$ cat src/hw/rtl/command_history_ring_assert.svh
// Assertion macros used by the command history ring sequencer (chr_ctrl).
`ifndef COMMAND_HISTORY_RING_ASSERT_SVH
`define COMMAND_HISTORY_RING_ASSERT_SVH

`ifndef SYNTH
// Same-cycle implication, checked out of reset.
`define CHR_ASSERT_IMP(name, clk, rst_n, ante, cons) \
    name: assert property (@(posedge clk) disable iff (!(rst_n)) (ante) |-> (cons)) \
        else $error("command history ring check failed");
// Next-cycle implication, checked out of reset.
`define CHR_ASSERT_NXT(name, clk, rst_n, ante, cons) \
    name: assert property (@(posedge clk) disable iff (!(rst_n)) (ante) |=> (cons)) \
        else $error("command history ring check failed");
`else
`define CHR_ASSERT_IMP(name, clk, rst_n, ante, cons)
`define CHR_ASSERT_NXT(name, clk, rst_n, ante, cons)
`endif

`endif

$ cat src/hw/rtl/chr_mem.sv
// Character store: one write port, two registered read ports.
`timescale 1ns / 1ps

module chr_mem #(
    parameter int ENTRIES     = 16,
    parameter int ENTRY_CHARS = 32
) (
    input  logic                                    i_clk,
    input  logic                                    i_wr_en,
    input  logic [$clog2(ENTRIES*ENTRY_CHARS)-1:0]  i_wr_addr,
    input  logic [7:0]                              i_wr_data,
    input  logic                                    i_rd_en,
    input  logic [$clog2(ENTRIES*ENTRY_CHARS)-1:0]  i_rd_addr0,
    input  logic [$clog2(ENTRIES*ENTRY_CHARS)-1:0]  i_rd_addr1,
    output logic [7:0]                              o_rd_data0,
    output logic [7:0]                              o_rd_data1
);

    localparam int DEPTH = ENTRIES * ENTRY_CHARS;

    logic [7:0] r_mem [DEPTH];
    logic [7:0] r_rd0;
    logic [7:0] r_rd1;

    always_ff @(posedge i_clk) begin
        if (i_wr_en) begin
            r_mem[i_wr_addr] <= i_wr_data;
        end
    end

    // read data holds while no read is issued
    always_ff @(posedge i_clk) begin
        if (i_rd_en) begin
            r_rd0 <= r_mem[i_rd_addr0];
            r_rd1 <= r_mem[i_rd_addr1];
        end
    end

    assign o_rd_data0 = r_rd0;
    assign o_rd_data1 = r_rd1;

endmodule

$ cat config.mk
export PLATFORM = sky130hd
export DESIGN_NAME = chr_mem
export DESIGN_NICKNAME = d
export VERILOG_FILES = /design/src/hw/rtl/command_history_ring_assert.svh /design/src/hw/rtl/chr_mem.sv
export SDC_FILE = /design/constraint.sdc
export NUM_CORES = 2
export LEC_CHECK = 0
export BUFFER_PORTS_ARGS = -buffer_cell sky130_fd_sc_hd__buf_2
export CORE_UTILIZATION = 31
export DETAILED_ROUTE_END_ITERATION = 12
export PLACE_DENSITY = 0.54
export SLEW_MARGIN = 15
export SYNTH_ARGS = -nofsm -noshare
export SYNTH_HDL_FRONTEND = slang
export SYNTH_SLANG_ARGS = --single-unit
$ cat constraint.sdc
create_clock -name i_clk -period 5.2 [get_ports i_clk]
set_input_delay 0.52 -clock i_clk [delete_from_list [all_inputs] [get_ports i_clk]]
set_output_delay 0.52 -clock i_clk [all_outputs]
set_load 0.05 [all_outputs]
Yosys cells after proc, flatten, opt, wreduce, memory -nomap -nowiden. Memories as Yosys holds them, arrays and structs flattened. A register that Yosys moved wholly into a read port is not among the register bits. Index checks and enable logic that the tools add are counted.

Memories kept: 1. Input port bits: 38. Output and inout port bits: 16. Memory bits (writable): 4096. Logic and storage cells: 3. Register bits after elaboration: 0.

Muxes and demuxes: 2.

Memory list: r_mem (depth 512, bits a word 8, read ports 2, clocked after memory_dff 2, wr ports 1, RTL line chr_mem.sv:21) `logic [7:0] r_mem [DEPTH];`.

Operators by type and width (number): 2-to-1 mux 1 bit (2).

Longest topological paths before layout.
Word-level depth: 2. Depth in mapped cells: 13. Gate-level depth less buffers: 7.

Worst setup path after synthesis. No wires, ideal clock.

Kind: input to register. Start point: in i_rd_addr0[0]. End point: reg r_rd0[2] (netlist: o_rd_data0[2]), read port of r_mem (data pin). Arrival: 2489 ps. Path slack: 2455 ps. Path buffers: 3. Data required time: 4944 ps. Cell stages on the path: 10. Library setup time: 256 ps. Path through: buf_4 buf_8 buf_2 mux4_2 mux4_2 nand2_1 o31ai_1 o21ai_1 nor3_1 and4b_1.

RTL lines: from (decl) (RTL line chr_mem.sv:13) `input logic [$clog2(ENTRIES*ENTRY_CHARS)-1:0] i_rd_addr0,`; to (decl) (RTL line chr_mem.sv:22) `logic [7:0] r_rd0;`.

==> impl_metrics.tcl <==
set metrics [dict create \
    critPathMostFrequentCell "nor3_1" \
    swShare_pct 24.41 \
    drive_above_1_share_pct 23.38 \
    grt_pass1_wl_mm 991.0 \
    r2r-end "o_rd_data1[1]$_DFFE_PP_" \
    core_area_um2 628800 \
    max_clock_freq_ghz 0.2144 \
    postSynthNetCount 11490 \
    yosys_most_used_dff "edfxtp_1" \
    cts.sinks 4112 \
    ios 54 \
    r2r_start "r_mem[36][1]$_DFFE_PP_" \
    drc 0 \
    status "completed" \
    finalSetupViolations 0 \
    drt_iter0_drc 17070 \
    wire_per_inst_um 35.58 \
    postPlaceCellArea_um2 208400 \
    start_util_pct 31.15 \
    synth_edf_count 4112 \
    hold_end "o_rd_data0[5]$_DFFE_PP_" \
    startpoint_type "primary input" \
    hold_path_class "in -> reg" \
    synthesis.area_um2 195800 \
    wl_met3_mm 70.99 \
    hold_viol 0 \
    rrSetupSlack_ns 1.19 \
    first_pass_iters 6 \
    htreeDepth 5 \
    wl_met1_mm 281.5 \
    worstPathArrival_ns 5.59 \
    grt_use_total_pct 22.04 \
    worst_pin_slew_ns 1.365 \
    fp.dieW_um 796.8 \
    synth_top_area_share_pct 63.05 \
    p_switching_mw 17.99 \
    postCtsSetupRepairBufs 0 \
    rsz0062_at_grt "false" \
    clkPwrFrac_pct 41.4 \
    fin_area_um2 222000 \
    grt_max_degree 165 \
    cts_buffers 422 \
    die-area_um2 634900 \
    hpwl_mm 490.6 \
    post_drt_via_cell_ratio 6.051 \
    ys_seq_area_share_pct 63.05 \
    pwr-share-comb_pct 8.9 \
    clock_latency_ns 1.07 \
    grt_antenna_before_repair 75 \
    ys_types 79 \
    path_class "in -> reg" \
    vias 123800 \
    cap_violations 0 \
    cts_tree "yes" \
    finalCriticalPeriod_ns 4.664 \
    slowest_delay_ns 1.07 \
    dr_wl_met2_mm 337.0 \
    routed_wl_mm 727.6 \
    period_share_pct 89.69 \
    top_signal_layer_used "met5" \
    clk_path_buf_depth 4 \
    post-place-ws_ns -0.2101 \
    end_kind "flop" \
    skew_ns 0.06115 \
    min_path_cells 1 \
    ys_warn_count 0 \
    worstPathCellList "clkbuf_8 -> nand2_4 -> buf_4 -> o221ai_1 -> nor3_1 -> nor4_1 -> nand4_1 -> nor3_1 -> and4bb_1" \
    grt_pass1_vias 120600 \
    power_density_nw_per_um2 331.9 \
    synth-seq-cells 4112 \
    port_buffers 53 \
    p_int_mw 55.71 \
    timing.final.ws_setup_ns 0.5360 \
    antenna_left 0 \
    slew_viol_final 0 \
    area.growth.synth_to_final_pct 13.38 \
    avgSynthCellArea_um2 17.10 \
    overflow 0 \
    layout.nets 11750 \
    synth.most_common_cell "edfxtp_1" \
    required_ns 6.13 \
    gp_congestion 0.9747 \
    die_h_um 796.8 \
    r2r_cells 7 \
    syn_inst 11450 \
    synth_common_cells "4,112 x edfxtp_1, 1,393 x mux2i_1, 1,379 x mux4_2, 679 x nor2_1, 511 x o221ai_1" \
    row_count 291 \
    cp_max_fo 22 \
    ir_drop_mv 0.3177 \
    slowest_stage "nor3_1" \
    min-delay-start "i_rd_en" \
    slew_headroom_pct 9.022 \
    leakage_nw 70.25 \
    synth_area_leader_cell "edfxtp_1" \
    synth_area_leaders "edfxtp_1 63%, mux4_2 16%, mux2i_1 7.1%" \
    cts-root-buf "clkbuf_16" \
    seq_power_share_pct 49.7 \
    synthArstFlopShare_pct 0 \
    clk_pin_slew_worst_paths_ns 0.07 \
]
==> worst max-delay path, delay by kind of cell <==
family,cells,cell delay [ns]
buffers and inverters,2,0.83
and+or+nand+nor,6,3.60
AOI/OAI and AO/OA,1,0.52
==> layout by cell type, fill, tap and decap left out, drive strengths merged, types with 15 or more instances in the layout <==
master / n
and3: 19
mux4: 1385
o31ai: 29
o2bb2ai: 15
a22oi: 36
a2111oi: 31
clkinv: 199
mux2i: 1393
nand2: 285
clkbuf: 508
nor2b: 20
clkinvlp: 15
nor2: 679
buf: 779
o32ai: 15
nand2b: 32
nor3: 379
o21a: 26
nor4: 92
a31oi: 28
bufinv: 38
a211oi: 115
nand4: 82
o21ai: 175
and2: 52
o22ai: 381
nor3b: 17
diode: 48
a22o: 26
nand3: 76
a21oi: 284
edfxtp: 4112
inv: 15
o221ai: 514
a211o: 16
or2: 27
==> what timing repair did <==
action	CTS	global route
hold endpoints to repair	310	2
hold buffers	7	1
resized for setup	0	0
==> state kept, by name (all words and copies together) (netlist names) <==
name,cells
o_rd_data1,8
r_mem,4096
o_rd_data0,8
==> stage by stage <==
step / hold WS, ns / utilization [%] / power, mW / setup TNS, ns / cells
2_1_floorplan: 0.6189 / - / 40.74 / 0 / 11450
3_3_place_gp: 0.9922 / 33.13 / 43.76 / -1.347 / 19620
3_5_place_dp: 0.9887 / 33.14 / 43.77 / -0.2260 / 19630
4_1_cts: 0.01032 / 35.29 / 73.83 / 0 / 20400
5_1_grt: 0.2045 / 35.30 / 75.11 / 0 / 20430
6_report: 0.2372 / 35.31 / 73.70 / 0 / 20450
==> per-layer routing <==
layer	vias up	GRT usage, %
met3	1396	4.555
li1	48980	-
met5	-	0
met4	44	9.976
met1	65950	29.17
met2	7382	34.98
==> power groups by stage <==
| stage | Combinational (mW) | Clock [mW] | Sequential (mW) |
|---|---|---|---|
| finish | 6.57 | 30.5 | 36.6 |
| floorplan | 3.43 | 0 | 37.3 |
| CTS | 6.48 | 30.8 | 36.6 |
| global placement | 6.45 | 0 | 37.3 |
| global route | 6.70 | 31.8 | 36.6 |
| detailed placement | 6.46 | 0 | 37.3 |
==> layout make-up <==
cell class	count	area [um^2]
flip-flops and latches	4112	123500
well taps	8350	10450
fillers	58940	406800
clock buffers	507	11050
diodes	48	120.1
repair buffers	788	7752
multi-input cells	6378	66720
inverters	7	51.30
clock inverters	260	2416
==> cell families after synthesis <==
group	after synthesis	share of synthesized area, %
muxes	2780	23.07
AOI/OAI and AO/OA	1775	6.420
and+or+nand+nor	1823	4.403
buffers and inverters	961	3.056
DFF	4112	63.05
==> worst max-delay path by stage <==
stage	from	end	slack, ns	cells after the start
final	i_rd_addr1[2]	o_rd_data1[1]$_DFFE_PP_	0.54	9
after global placement	i_rd_addr0[3]	o_rd_data0[6]$_DFFE_PP_	-0.74	8
after global routing	i_rd_addr1[2]	o_rd_data1[1]$_DFFE_PP_	0.73	9
after detailed placement	i_rd_addr1[3]	o_rd_data1[5]$_DFFE_PP_	-0.21	9
after CTS	i_rd_addr1[3]	o_rd_data1[5]$_DFFE_PP_	0.92	9
after floorplan	i_rd_addr0[0]	o_rd_data0[2]$_DFFE_PP_	2.45	10
(Power assumes the default switching activity.)
