<file path="config.mk">
export PLATFORM = sky130hd
export DESIGN_NAME = chr_obuf
export DESIGN_NICKNAME = d
export VERILOG_FILES = /design/src/hw/rtl/command_history_ring_assert.svh /design/src/hw/rtl/chr_pkg.sv /design/src/hw/rtl/chr_obuf.sv
export SDC_FILE = /design/constraint.sdc
export NUM_CORES = 1
export LEC_CHECK = 0
export BUFFER_PORTS_ARGS = -buffer_cell sky130_fd_sc_hd__buf_4
export CORE_ASPECT_RATIO = 2
export CORE_MARGIN = 3
export CORE_UTILIZATION = 50
export CTS_BUF_LIST = sky130_fd_sc_hd__clkbuf_2
export DETAILED_ROUTE_END_ITERATION = 10
export PLACE_DENSITY = 0.78
export RECOVER_POWER = 100
export SETUP_SLACK_MARGIN = 0.5
export SLEW_MARGIN = 20
export SYNTH_ARGS = -nofsm -noshare
export SYNTH_HDL_FRONTEND = slang
export SYNTH_SLANG_ARGS = --single-unit
</file>
<file path="constraint.sdc">
create_clock -name i_clk -period 2.68 [get_ports i_clk]
set_input_delay 0.402 -clock i_clk [delete_from_list [all_inputs] [get_ports i_clk]]
set_output_delay 0.402 -clock i_clk [all_outputs]
set_load 0.05 [all_outputs]
</file>
<file path="src/hw/rtl/command_history_ring_assert.svh">
// Assertion macros used by the command history ring sequencer (chr_ctrl).
`ifndef COMMAND_HISTORY_RING_ASSERT_SVH
`define COMMAND_HISTORY_RING_ASSERT_SVH

`ifndef SYNTH
// Same-cycle implication, checked out of reset.
`define CHR_ASSERT_IMP(name, clk, rst_n, ante, cons) \
    name: assert property (@(posedge clk) disable iff (!(rst_n)) (ante) |-> (cons)) \
        else $error("command history ring check failed");
// Next-cycle implication, checked out of reset.
`define CHR_ASSERT_NXT(name, clk, rst_n, ante, cons) \
    name: assert property (@(posedge clk) disable iff (!(rst_n)) (ante) |=> (cons)) \
        else $error("command history ring check failed");
`else
`define CHR_ASSERT_IMP(name, clk, rst_n, ante, cons)
`define CHR_ASSERT_NXT(name, clk, rst_n, ante, cons)
`endif

`endif

</file>
<file path="src/hw/rtl/chr_pkg.sv">
// Shared types, codes and defaults of the command history ring.
`timescale 1ns / 1ps

package chr_pkg;

    localparam int ENTRIES_DEFAULT     = 16;
    localparam int ENTRY_CHARS_DEFAULT = 32;

    // operation codes
    localparam logic [2:0] OP_INSERT   = 3'd0;
    localparam logic [2:0] OP_UP       = 3'd1;
    localparam logic [2:0] OP_DOWN     = 3'd2;
    localparam logic [2:0] OP_HOME     = 3'd3;
    localparam logic [2:0] OP_READ_CUR = 3'd4;
    localparam logic [2:0] OP_READ_AGE = 3'd5;
    localparam logic [2:0] OP_CLEAR    = 3'd6;

    // result status codes
    localparam logic [1:0] ST_OK   = 2'd0;
    localparam logic [1:0] ST_FAIL = 2'd1;
    localparam logic [1:0] ST_DUP  = 2'd2;
    localparam logic [1:0] ST_LONG = 2'd3;

    typedef struct packed {
        logic [2:0] operation;
        logic [7:0] char_in;
        logic       last_char;
        logic [3:0] entry_index;
    } t_in_item;

    typedef struct packed {
        logic [1:0] status;
        logic [7:0] char_out;
        logic       char_valid;
        logic       last_result;
        logic [3:0] stored_count;
        logic [3:0] cursor_position;
    } t_out_item;

endpackage

</file>
<file path="src/hw/rtl/chr_obuf.sv">
// Two-entry output queue between the sequencer and the result channel.
`timescale 1ns / 1ps

module chr_obuf (
    input  logic              i_clk,
    input  logic              i_rst_n,
    input  logic              i_push,
    input  chr_pkg::t_out_item i_push_item,
    output logic              o_space,
    output logic              o_out_valid,
    input  logic              i_out_stall,
    output chr_pkg::t_out_item o_out_item
);

    import chr_pkg::*;

    logic [1:0] r_fill;
    logic [1:0] n_fill;
    t_out_item  r_head;
    t_out_item  n_head;
    t_out_item  r_tail;
    t_out_item  n_tail;
    logic       pop;

    assign pop = (r_fill != 2'd0) && !i_out_stall;

    always_comb begin
        n_fill = r_fill;
        n_head = r_head;
        n_tail = r_tail;
        case ({i_push, pop})
            2'b10: begin
                if (r_fill == 2'd0) begin
                    n_head = i_push_item;
                end else begin
                    n_tail = i_push_item;
                end
                n_fill = r_fill + 2'd1;
            end
            2'b01: begin
                n_head = r_tail;
                n_fill = r_fill - 2'd1;
            end
            2'b11: begin
                if (r_fill == 2'd1) begin
                    n_head = i_push_item;
                end else begin
                    n_head = r_tail;
                    n_tail = i_push_item;
                end
            end
            default: begin
            end
        endcase
    end

    always_ff @(posedge i_clk) begin
        if (!i_rst_n) begin
            r_fill <= 2'd0;
        end else begin
            r_fill <= n_fill;
        end
    end

    always_ff @(posedge i_clk) begin
        r_head <= n_head;
        r_tail <= n_tail;
    end

    assign o_space     = (r_fill != 2'd2);
    assign o_out_valid = (r_fill != 2'd0);
    assign o_out_item  = r_head;

endmodule

</file>
After elaboration in Yosys (flattened, before gate mapping)
Cells that the tools add are included. W data, S select, Z words.

Bits in registers: 42. Input bits: 24.

Add/sub/neg operators: 2. Equality and inequality tests: 8. Muxes and demuxes: 7. Reduce and logical (&&, ||, !) cells: 9.

Operators with widths (number): $mux W20 (4); $pmux W20 S3 (1); $pmux W20 S2 (1); $ne A2 B2 Y1 const B (4); $reduce_bool A2 Y1 (3); $eq A2 B1 Y1 const B (2); $eq A2 B2 Y1 const B (2); $pmux W2 S2 (1); $reduce_and A3 Y1 (1); $reduce_bool A3 Y1 (1); $add A2 B1 Y2 const B (1); $logic_not A2 Y1 (1); $reduce_and A2 Y1 (1); $sub A2 B1 Y2 const B (1); $logic_and A1 B1 Y1 (1); $logic_not A1 Y1 (1).

Depth between registers and ports, before layout
Gate-level depths: netlist of run 1.

Word-level depth: 5. Gate-level depth with buffers: 8. Mapped depth without buffers: 7.

Worst setup path before layout of run 1
No wires, ideal clock.

Path kind: flip-flop to flip-flop. Start: register r_fill[0]. End: register r_head, in the netlist o_out_item[0] (enable). Setup time: 425 ps. Data arrival time: 2343 ps. Setup slack: -88 ps. Cell stages (with the launch flop): 5. Path buffers: 0. Clock period less this slack: 2768 ps. Cells stage by stage: dfxtp_1 inv_1 ha_1 inv_1 o21ai_0.

Longest elaborated chain between the ends: 5. Elaborated cells on any way between the ends: 9. Classes of those cells: eq/ne: 4; reduce/logical: 5.

RTL lines: start: declaration (RTL line chr_obuf.sv:17) `logic [1:0] r_fill;`; start signal: assignment (RTL line chr_obuf.sv:61) `r_fill <= n_fill;`; $reduce_bool A2 Y1 *; via o_out_valid (RTL line chr_obuf.sv:10) `output logic o_out_valid,`; $logic_and A1 B1 Y1 * (RTL line chr_obuf.sv:25) `assign pop = (r_fill != 2'd0) && !i_out_stall;`; $eq A2 B2 Y1 / $eq A2 B1 Y1 (equally long branches) (RTL line chr_obuf.sv:31) `case ({i_push, pop})`; $ne A2 B2 Y1 (no source line) / $reduce_bool A3 Y1 (equally long branches); $reduce_and A2 Y1 (no source line) *; end signal: assignment (RTL line chr_obuf.sv:66) `r_head <= n_head;`; end: declaration (RTL line chr_obuf.sv:19) `t_out_item r_head;`.

The timed path passes the listed nets; every way through them passes the cells marked *. A chain may end at the register's enable or synchronous reset.

Final worst setup path of run 1
Start: register r_fill[0]. End: register r_tail[12] in the netlist's numbering (enable).

Longest elaborated chain between the ends: 5. Elaborated cells on any way between the ends: 10. Classes of those cells: eq/ne: 5; reduce/logical: 5.

RTL lines: $reduce_bool A2 Y1 (RTL line chr_obuf.sv:25); $logic_and A1 B1 Y1 (RTL line chr_obuf.sv:25); $eq A2 B2 Y1 (RTL line chr_obuf.sv:31); $ne A2 B2 Y1 (no source line) / $reduce_bool A2 Y1 (equally long branches); $reduce_and A3 Y1 (no source line) *; end signal: assignment (RTL line chr_obuf.sv:67) `r_tail <= n_tail;`; end: declaration (RTL line chr_obuf.sv:21) `t_out_item r_tail;`.

Every way passes the cells marked *; elsewhere a longest branch is shown, timed or not.

==> impl_metrics.py, run 1 <==
metrics = {
    "job": {
        "maxCapViolations": 0,
    },
    "cts": {
        "cts.sinks": 42,
        "root_buffer": "clkbuf_2",
        "clockBufferDepth": 2,
        "cts_tree": "yes",
        "path_clk_slew_ns": 0.19,
        "clkLatencyLatePin_ns": 0.38,
        "cts_htree_levels": 2,
        "numCtsBuffers": 5,
    },
    "layout": {
        "drive_gt1_frac": 0.1925,
        "area_growth_pct": 16.30,
        "final_util": 0.6097,
        "final_cell_area_mm2": 0.002392,
        "fin_cells": 264,
        "multi_input_area_um2": 763.2,
        "regArea_mm2": 0.001241,
        "fin_nets": 246,
        "fill_cells": 379,
        "antenna_cells": 0,
    },
    "power_and_ir_drop": {
        "leakage_uw": 0.0009277,
        "p_per_area_mw_per_mm2": 937.9,
        "max-vdd-ir-drop_v": 0.0006962,
    },
    "synth": {
        "synth_top_area_frac": 0.5839,
        "syn-num-nets": 190,
        "synth_edf_count": 40,
        "syn_inst": 158,
        "async_flop_share": 0,
        "synth_warnings": 0,
        "ys_ff_latch": 42,
        "yosysMostFrequentCell": "nand2_1",
        "synthTopCellsByArea": "edfxtp_1 58%, nand2_1 7.7%, a22oi_1 7.3%",
        "synth_seq_area_share": 0.6034,
        "synth.top_cells.by_count": "42 x nand2_1, 40 x edfxtp_1, 20 x a22oi_1",
        "ys.flop_type": "edfxtp_1",
        "synth_top_area_cell": "edfxtp_1",
        "syn-mean-instance-area_um2": 13.02,
        "synth_cell_types": 19,
        "syn_area_mm2": 0.002057,
    },
    "critical_path": {
        "crit_slowest_cell": "dfxtp_1",
        "max_stage_delay_ns": 0.42,
        "worstPathArrival_ns": 2.35,
        "path_cells": "inv_1 -> ha_1 -> nor2_4 -> ha_4 -> clkbuf_1 -> o21ai_2 -> a21oi_1 -> clkbuf_1",
        "crit_path_start_kind": "register",
        "critPathMostFrequentCell": "clkbuf_1",
        "crit_type": "reg -> reg",
        "end_kind": "register",
        "worstPathRequired_ns": 2.76,
        "cp_max_fo": 7,
    },
    "drt": {
        "final_antenna_net_count": 0,
        "via_count": 1499,
        "drt_first_iter_violations": 87,
        "postRouteWirelength_mm": 4.575,
        "first_pass_iters": 4,
        "viasPerCell": 5.678,
        "wl_per_cell_um": 17.33,
        "drc": 0,
    },
    "place": {
        "portBuffers": 45,
        "place.detailed.instances": 250,
        "post-dp-hpwl_mm": 3.054,
        "place_congestion": 0.7608,
        "place_area_mm2": 0.002445,
    },
    "floorplan": {
        "die_w_um": 51.36,
        "io_pins": 46,
        "die_h_um": 96.71,
        "rows": 32,
        "initial_core_util": 0.5242,
        "core_mm2": 0.003924,
        "dieArea_mm2": 0.004966,
    },
    "min_path": {
        "hp-class": "in -> reg",
    },
    "timing": {
        "finClkSkew_ns": 0.007004,
        "finalCriticalPeriod_ns": 2.275,
        "report.final.slew_viol_count": 0,
        "fin_tns_setup_ns": 0,
        "finalSetupViolCount": 0,
        "fmax_mhz": 439.6,
        "period_share": 0.8489,
        "worst_pin_slew_ns": 1.070,
        "rsz0062_at_grt": "yes",
        "slew_headroom": 0.2863,
        "final-hold-violation-count": 0,
    },
    "grt": {
        "grt-ovfl-total": 0,
        "grt_pass1_wl_mm": 7.300,
        "grt_pass1_vias": 1545,
        "antenna_found_initial": 0,
        "grtUsageTotal": 0.1935,
        "grt_max_degree": 22,
    },
    "status": {
        "status": "completed",
    },
}
cell type report:
class / count / share of cell area
multi-input cells: 102 / 0.3190
inverters: 7 / 0.01098
clock inverters: 1 / 0.001569
repair buffers: 56 / 0.1124
well taps: 51 / 0.02667
flip-flops and latches: 42 / 0.5188
clock buffers: 5 / 0.01046
cells by family after synthesis:
kind of cell	Yosys count	share of synthesized area
and+or+nand+nor	46	0.08577
DFF	42	0.6034
AOI/OAI and AO/OA	26	0.08881
muxes	20	0.1277
buffers and inverters	15	0.04137
adders and majority gates	8	0.04866
xor gates and xnor gates	1	0.004259
critical path: cells and delay by family, from the launching register on:
family	cells	cell delay (ns)
compound gates	2	0.30
fa+ha+maj	2	0.50
buf+inv	3	0.56
flops	1	0.42
simple gates	1	0.18
path summary, 6_finish.rpt:
kind         slack [ns]            start    endpoint  depth (start not counted)
max                0.41        r_fill[0]  r_tail[12]                          8
min reg2reg        0.55        r_fill[0]   r_fill[0]                          2
min                0.24  i_push_item[16]  r_tail[16]                          1
max reg2reg        0.41        r_fill[0]  r_tail[12]                          8
metal layers:
| metal | vias to the layer above | wire [µm] | part of all wire | GRT usage |
|---|---|---|---|---|
| met5 | - | 0 | 0 | 0 |
| met3 | 17 | 309 | 0.068 | 0.04006 |
| met4 | 0 | 139 | 0.030 | 0.09293 |
| met1 | 722 | 1553 | 0.34 | 0.2094 |
| li1 | 686 | - | - | - |
| met2 | 74 | 2573 | 0.56 | 0.3433 |
cells in the final DEF (no fill, tap or decap):
| master | netlist | layout |
|---|---|---|
| clkinv_1 | 0 | 1 |
| buf_6 | 1 | 1 |
| dfxtp_1 | 2 | 2 |
| nand3_1 | 1 | 1 |
| ha_1 | 8 | 7 |
| mux2_4 | 10 | 10 |
| nand2b_1 | 1 | 1 |
| clkbuf_1 | 2 | 44 |
| o21ai_2 | 0 | 2 |
| o21ai_0 | 3 | 1 |
| nor2_4 | 0 | 1 |
| buf_12 | 1 | 1 |
| ha_4 | 0 | 1 |
| edfxtp_1 | 40 | 40 |
| mux2_2 | 10 | 10 |
| nand2_1 | 42 | 42 |
| a21boi_0 | 1 | 1 |
| a22oi_1 | 20 | 20 |
| inv_1 | 7 | 7 |
| clkbuf_2 | 0 | 6 |
| xnor2_1 | 1 | 1 |
| nor2_1 | 2 | 1 |
| buf_4 | 0 | 9 |
| a21oi_1 | 2 | 3 |
timing repair:
item / 4_1_cts / 5_1_grt
setup buffers: 4 / 3
gates cloned: 1 / 0
pin swaps: 0 / 2
hold endpoints to repair: 0 / 0
gates resized for setup: 8 / 2
hold buffers: 0 / 0
setup endpoints to repair: 40 / 40
registers in the layout, indices dropped and copies added (netlist names):
name        flops
r_fill          2
r_tail         20
o_out_item     20
stage by stage:
stage | power [µW] | hold slack [ns] | worst slack [ns]
floorplan | 1787 | 0.4845 | 0.6373
detailed placement | 2063 | 0.5312 | 0.1030
global route | 2349 | 0.2252 | 0.2697
finish | 2244 | 0.2378 | 0.4050
CTS | 2368 | 0.1812 | 0.5244
global placement | 2017 | 0.4963 | 0.3206
where the power goes:
group | switching, µW | total, µW | internal, µW | leakage [µW]
clock network | 187 | 239 | 52.0 | 0.0000223
registers | 60.3 | 998 | 937 | 0.000402
logic | 715 | 1010 | 291 | 0.000503
total | 963 | 2240 | 1280 | 0.000928
Note: power is estimated with default switching activity, not from simulation.
==> run 2, diff against run 1 <==
--- a/config.mk
+++ b/config.mk
@@ -5,13 +5,14 @@
 export SDC_FILE = /design/constraint.sdc
 export NUM_CORES = 1
 export LEC_CHECK = 0
+export ABC_AREA = 1
 export BUFFER_PORTS_ARGS = -buffer_cell sky130_fd_sc_hd__buf_4
 export CORE_ASPECT_RATIO = 2
 export CORE_MARGIN = 3
 export CORE_UTILIZATION = 50
 export CTS_BUF_LIST = sky130_fd_sc_hd__clkbuf_2
 export DETAILED_ROUTE_END_ITERATION = 10
-export PLACE_DENSITY = 0.78
+export PLACE_DENSITY = 0.76
 export RECOVER_POWER = 100
 export SETUP_SLACK_MARGIN = 0.5
 export SLEW_MARGIN = 20
==> constraint.sdc (replaced) <==
create_clock -name i_clk -period 2.3 [get_ports i_clk]
set_input_delay 0.345 -clock i_clk [delete_from_list [all_inputs] [get_ports i_clk]]
set_output_delay 0.345 -clock i_clk [all_outputs]
set_load 0.05 [all_outputs]
==> run 2 against run 1 <==
  * Register-to-register slack barely moved
  * Worst hold slack got worse by 0.10 ns
  * Clock skew is 0.0012 ns higher
  * Core utilization is 3.2 points higher
  * Clock power grew 27%
  * Critical path type is now reg -> out
  * Critical endpoint is now o_out_valid
  * Largest cell class unchanged
==> impl_metrics.py, run 2 <==
metrics = {
    "synth": {
        "syn_area_mm2": 0.001833,
        "synth_top_area_cell": "edfxtp_1",
        "synth_top_area_frac": 0.6553,
        "synth_seq_area_share": 0.6771,
        "synthTopCellsByArea": "edfxtp_1 66%, nand3_1 11%, nand2_1 6.3%",
        "syn-mean-instance-area_um2": 12.14,
        "synth.top_cells.by_count": "40 x edfxtp_1, 39 x nand3_1, 31 x nand2_1",
        "syn_inst": 151,
        "yosysMostFrequentCell": "edfxtp_1",
        "ys_ff_latch": 42,
        "syn-num-nets": 183,
        "synth_warnings": 0,
        "synth_edf_count": 40,
        "synth_cell_types": 15,
        "async_flop_share": 0,
        "ys.flop_type": "edfxtp_1",
    },
    "layout": {
        "layout_common_cells": "40 x edfxtp_1, 39 x nand3_1, 33 x clkbuf_1",
        "final_common_cell": "edfxtp_1",
        "fill_cells": 321,
        "antenna_cells": 0,
        "multi_input_area_um2": 579.3,
        "final_cell_area_mm2": 0.002216,
        "area_growth_pct": 20.89,
        "drive_gt1_frac": 0.1832,
        "fin_cells": 250,
        "fin_nets": 233,
        "regArea_mm2": 0.001242,
    },
    "timing": {
        "final-hold-violation-count": 0,
        "worst_pin_slew_ns": 0.6321,
        "holdWs_ns": 0.1373,
        "finalCriticalPeriod_ns": 1.930,
        "finalSetupViolCount": 0,
        "slew_headroom": 0.5770,
        "period_share": 0.8392,
        "rsz0062_at_grt": "no",
        "report.final.slew_viol_count": 0,
        "fmax_mhz": 518.1,
        "setup_ws_ns": 0.3698,
        "finClkSkew_ns": 0.008224,
        "fin_tns_setup_ns": 0,
    },
    "floorplan": {
        "dieArea_mm2": 0.004473,
        "io_pins": 46,
        "core_mm2": 0.003453,
        "rows": 30,
        "die_w_um": 48.82,
        "die_h_um": 91.63,
        "initial_core_util": 0.5308,
    },
    "drt": {
        "drt_first_iter_violations": 46,
        "viasPerCell": 5.244,
        "first_pass_iters": 4,
        "postRouteWirelength_mm": 3.776,
        "drc": 0,
        "final_antenna_net_count": 0,
        "wl_per_cell_um": 15.10,
        "via_count": 1311,
    },
    "cts": {
        "clockBufferDepth": 2,
        "cts_htree_levels": 2,
        "cts.sinks": 42,
        "numCtsBuffers": 5,
        "clkLatencyLatePin_ns": 0.40,
        "cts_tree": "yes",
        "path_clk_slew_ns": 0.20,
        "root_buffer": "clkbuf_2",
    },
    "min_path": {
        "holdPathStages": 1,
        "hp-class": "in -> reg",
        "hold_start": "i_push_item[7]",
        "holdPathEnd": "r_tail[7]",
    },
    "critical_path": {
        "rr_worst_depth": 6,
        "crit_path_start_kind": "register",
        "crit_slowest_cell": "dfxtp_1",
        "worstPathRequired_ns": 1.96,
        "path_cells": "inv_1 -> ha_4 -> inv_1 -> clkbuf_2",
        "rr_endpoint": "r_tail[11]",
        "max_stage_delay_ns": 0.44,
        "cp_max_fo": 5,
        "end_kind": "primary output",
        "worstPathArrival_ns": 1.59,
        "critPathMostFrequentCell": "inv_1",
        "rr_startpoint": "r_fill[0]",
        "r2r_setup_slack_ns": 0.42,
        "crit_type": "reg -> out",
    },
    "power_and_ir_drop": {
        "pwr-share-clk": 0.126,
        "p_seq_frac": 0.465,
        "p_comb_frac": 0.408,
        "p_per_area_mw_per_mm2": 1087,
        "intPower_uw": 1373,
        "power_switching_uw": 1036,
        "sw_frac_of_total": 0.4300,
        "leakage_uw": 0.0008759,
        "max-vdd-ir-drop_v": 0.0006932,
    },
    "grt": {
        "grt-ovfl-total": 0,
        "grt_max_degree": 21,
        "grt_pass1_wl_mm": 6.106,
        "grtUsageTotal": 0.1802,
        "antenna_found_initial": 0,
        "grt_pass1_vias": 1271,
    },
    "job": {
        "maxCapViolations": 0,
    },
    "place": {
        "post-dp-hpwl_mm": 2.768,
        "portBuffers": 45,
        "place_congestion": 0.7205,
        "pre_cts_ws_ns": 0.2605,
        "place.detailed.instances": 239,
        "place_area_mm2": 0.002226,
    },
    "status": {
        "status": "completed",
    },
}
-- run 2: power by group through the flow --
stage	Sequential [µW]	Clock [µW]	Combinational, µW
after detailed placement	1150	0	1020
after global placement	1140	0	986
final	1120	304	984
after global routing	1140	336	1050
after CTS	1130	308	1090
after floorplan	1490	0	408
-- run 2: logic make-up after synthesis --
family	Yosys count	synth area share
buffers and inverters	20	0.06143
adder cells (fa/ha/maj)	8	0.05461
flip-flops	42	0.6771
AO/OA/AOI/OAI	5	0.01365
AND/OR/NAND/NOR	76	0.1932
-- run 2: worst max-delay path by stage --
stage	from	to	slack, ns	cells after the start
after global placement	r_fill[1]	r_tail[18]	0.38	7
after CTS	r_fill[1]	o_out_item[11]	0.48	7
after floorplan	r_fill[1]	o_out_item[0]	0.43	4
after global routing	r_fill[0]	o_out_valid	0.27	4
final	r_fill[0]	o_out_valid	0.37	4
after detailed placement	r_fill[1]	r_tail[11]	0.26	7
-- run 2: routing by layer --
metal | vias up | track usage | wire length (µm)
met2 | 55 | 0.3386 | 2246
met4 | 0 | 0.08551 | 78
met1 | 625 | 0.1840 | 1241
li1 | 624 | - | -
met3 | 7 | 0.03577 | 210
met5 | - | 0 | 0
-- run 2: final cells by class --
cell class,instances,share of cell area
sequential,42,0.5607
multi-input combinational,90,0.2614
timing repair buffer,47,0.1078
tap,48,0.02710
inverter,15,0.02541
clock buffer,6,0.01355
clock inverter,2,0.003953
-- run 2: metrics by stage --
stage / power, µW / utilization
after floorplan: 1895 / -
after global placement: 2122 / 0.6446
after detailed placement: 2167 / 0.6446
after CTS: 2525 / 0.6768
after global routing: 2530 / 0.6417
final: 2409 / 0.6417
-- run 2: worst max-delay path: cells and delay by family (launching register included) --
family	cells	cell delay (ns)
fa+ha+maj	1	0.21
buf+inv	3	0.53
flops	1	0.44
-- run 2: repair_timing --
action                                  in CTS  in global routing
pin swaps                                    1                  1
cloned                                       1                  0
endpoints found under the setup margin      40                 51
hold buffers                                 0                  0
setup buffers                                2                  0
gates resized for setup                      6                  6
==> run 3, diff against run 2 <==
--- a/config.mk
+++ b/config.mk
@@ -5,14 +5,14 @@
 export SDC_FILE = /design/constraint.sdc
 export NUM_CORES = 1
 export LEC_CHECK = 0
-export ABC_AREA = 1
+export ABC_AREA = 0
 export BUFFER_PORTS_ARGS = -buffer_cell sky130_fd_sc_hd__buf_4
 export CORE_ASPECT_RATIO = 2
 export CORE_MARGIN = 3
 export CORE_UTILIZATION = 50
 export CTS_BUF_LIST = sky130_fd_sc_hd__clkbuf_2
 export DETAILED_ROUTE_END_ITERATION = 10
-export PLACE_DENSITY = 0.76
+export PLACE_DENSITY = 0.75
 export RECOVER_POWER = 100
 export SETUP_SLACK_MARGIN = 0.5
 export SLEW_MARGIN = 20
==> constraint.sdc (replaced) <==
create_clock -name i_clk -period 2 [get_ports i_clk]
set_input_delay 0.3 -clock i_clk [delete_from_list [all_inputs] [get_ports i_clk]]
set_output_delay 0.3 -clock i_clk [all_outputs]
set_load 0.05 [all_outputs]
==> run 3 against run 2 <==
  * Count of clock-buffer cells in the layout fell by 1
  * Design area up 24%
  * Non-clock buffer count up 21
  * Critical endpoint is now o_out_item[19]
  * Critical path type is now reg -> reg
  * Clock power rose by 100%
  * Final cell count rose by 12%
  * Sequential share of layout area is 11 points lower
  * Critical path depth is 5 higher
  * Die area up 11%
  * Largest power group is now combinational logic
  * Register-to-register slack got worse by 0.24 ns
==> impl_metrics.py, run 3 (synthesized netlist as in run 1, its figures left out) <==
metrics = {
    "status": {
        "status": "completed",
    },
    "place": {
        "portBuffers": 45,
        "place_congestion": 0.7802,
        "post-dp-hpwl_mm": 3.027,
        "place.detailed.instances": 251,
    },
    "grt": {
        "grtUsageTotal": 0.2100,
        "grt_pass1_wl_mm": 7.748,
        "grt_pass1_vias": 1631,
        "grt-ovfl-total": 0,
        "grt_max_degree": 22,
        "antenna_found_initial": 0,
    },
    "floorplan": {
        "core_mm2": 0.003924,
        "die_h_um": 96.71,
        "io_pins": 46,
        "initial_core_util": 0.5242,
        "die_w_um": 51.36,
        "rows": 32,
        "dieArea_mm2": 0.004966,
    },
    "timing": {
        "finalCriticalPeriod_ns": 1.819,
        "final-hold-violation-count": 0,
        "worst_pin_slew_ns": 0.6257,
        "rsz0062_at_grt": "yes",
        "finClkSkew_ns": 0.02256,
        "fin_tns_setup_ns": 0,
        "fmax_mhz": 549.9,
        "finalSetupViolCount": 0,
        "report.final.slew_viol_count": 0,
        "period_share": 0.9093,
        "slew_headroom": 0.5847,
    },
    "drt": {
        "wl_per_cell_um": 19.11,
        "first_pass_iters": 5,
        "viasPerCell": 5.749,
        "final_antenna_net_count": 0,
        "postRouteWirelength_mm": 5.331,
        "via_count": 1604,
        "drt_first_iter_violations": 58,
        "drc": 0,
    },
    "critical_path": {
        "path_cells": "inv_4 -> ha_4 -> nor2_4 -> clkbuf_1 -> ha_4 -> nor2_2 -> buf_6 -> a22oi_1 -> nand2_1",
        "worstPathRequired_ns": 2.18,
        "max_stage_delay_ns": 0.43,
        "worstPathArrival_ns": 2.00,
        "end_kind": "register",
        "critPathMostFrequentCell": "ha_4",
        "path_delay_family": "flip-flops",
        "worst-path-buf-inv": 3,
        "cp_max_fo": 5,
        "crit_type": "reg -> reg",
        "crit_path_start_kind": "register",
        "crit_slowest_cell": "dfxtp_1",
    },
    "cts": {
        "numCtsBuffers": 5,
        "clockBufferDepth": 2,
        "cts.sinks": 42,
        "root_buffer": "clkbuf_2",
        "cts_tree": "yes",
        "clkLatencyLatePin_ns": 0.41,
        "path_clk_slew_ns": 0.23,
        "hold_buffers": 0,
        "cts_htree_levels": 2,
    },
    "job": {
        "maxCapViolations": 0,
    },
    "layout": {
        "antenna_cells": 0,
        "fin_nets": 259,
        "fill_cells": 312,
        "drive_gt1_frac": 0.3640,
        "layout_common_cells": "42 x nand2_1, 42 x clkbuf_1, 40 x edfxtp_1",
        "area_growth_pct": 33.94,
        "fin_cells": 279,
    },
    "power_and_ir_drop": {
        "p_per_area_mw_per_mm2": 1332,
        "leakage_uw": 0.001046,
        "max-vdd-ir-drop_v": 0.0009973,
    },
    "min_path": {
        "hp-class": "in -> reg",
    },
}
[run 3: cell types whose count changed in the layout (fill, tap and decap cells not counted), moves of 10 or more]
cell,before,now
nand3_1,39,1
buf_4,4,14
inv_1,12,1
a22oi_1,0,12
mux2_2,0,10
mux2_4,0,10
nand2_1,31,42
[run 3: what timing repair did]
| item | CTS | global route |
|---|---|---|
| endpoints found under the setup margin | 63 | 64 |
| buffers inserted | 11 | 5 |
| cloned | 3 | 1 |
| gates resized for setup | 32 | 13 |
| pin swaps | 10 | 4 |
[run 3: final cells by class]
type	instances	area [µm²]	share of cell area
well taps	51	63.81	0.02316
flip-flops and latches	42	1242	0.4510
multi-input cells	103	915.9	0.3324
inverters	7	31.28	0.01135
repair buffers	68	412.9	0.1499
clock inverters	3	63.81	0.02316
clock buffers	5	25.02	0.009083
[run 3: metrics by stage]
step | cell area [µm²] | worst slack (ns) | utilization | total power, µW | hold slack (ns)
global placement | 2507 | 0.1154 | 0.6390 | 2764 | 0.4858
finish | 2755 | 0.1814 | 0.7022 | 3670 | 0.1176
detailed placement | 2507 | 0.06074 | 0.6390 | 2830 | 0.4990
CTS | 2845 | 0.3326 | 0.7251 | 3683 | 0.06389
global route | 2755 | 0.1247 | 0.7022 | 3806 | 0.1044
floorplan | 2127 | 0.2563 | - | 2445 | 0.3989
[run 3: power by group]
part           internal [µW]  switching (µW)
logic                    604            1110
registers               1260            84.8
clock network            333             283
total                   2190            1480
[run 3: worst register-to-register path, cell delays in order (launching register included)]
cell and delay [ns]:
dfxtp_1 0.43, inv_4 0.06, ha_4 0.18, nor2_4 0.15
clkbuf_1 0.17, ha_4 0.18, nor2_2 0.07, buf_6 0.14
a22oi_1 0.16, nand2_1 0.08
[run 3: per-layer routing]
metal  wire, µm  vias up  share of wire  global-route usage
li1           -      717              -                   -
met1       1690      800           0.32              0.2025
met2       3124       73           0.59              0.4050
met3        363       14          0.068             0.03390
met4        154        0          0.029             0.09495
met5          0        -              0                   0
[run 3: path summary, 6_finish.rpt]
kind / startpoint / end / slack, ns / cells after the start
setup / recovery: r_fill[0] / o_out_item[19] / 0.18 / 9
hold / removal: i_push_item[8] / r_tail[8] / 0.12 / 1
setup reg to reg: r_fill[0] / o_out_item[19] / 0.18 / 9
hold reg to reg: r_tail[16] / o_out_item[16] / 0.62 / 2
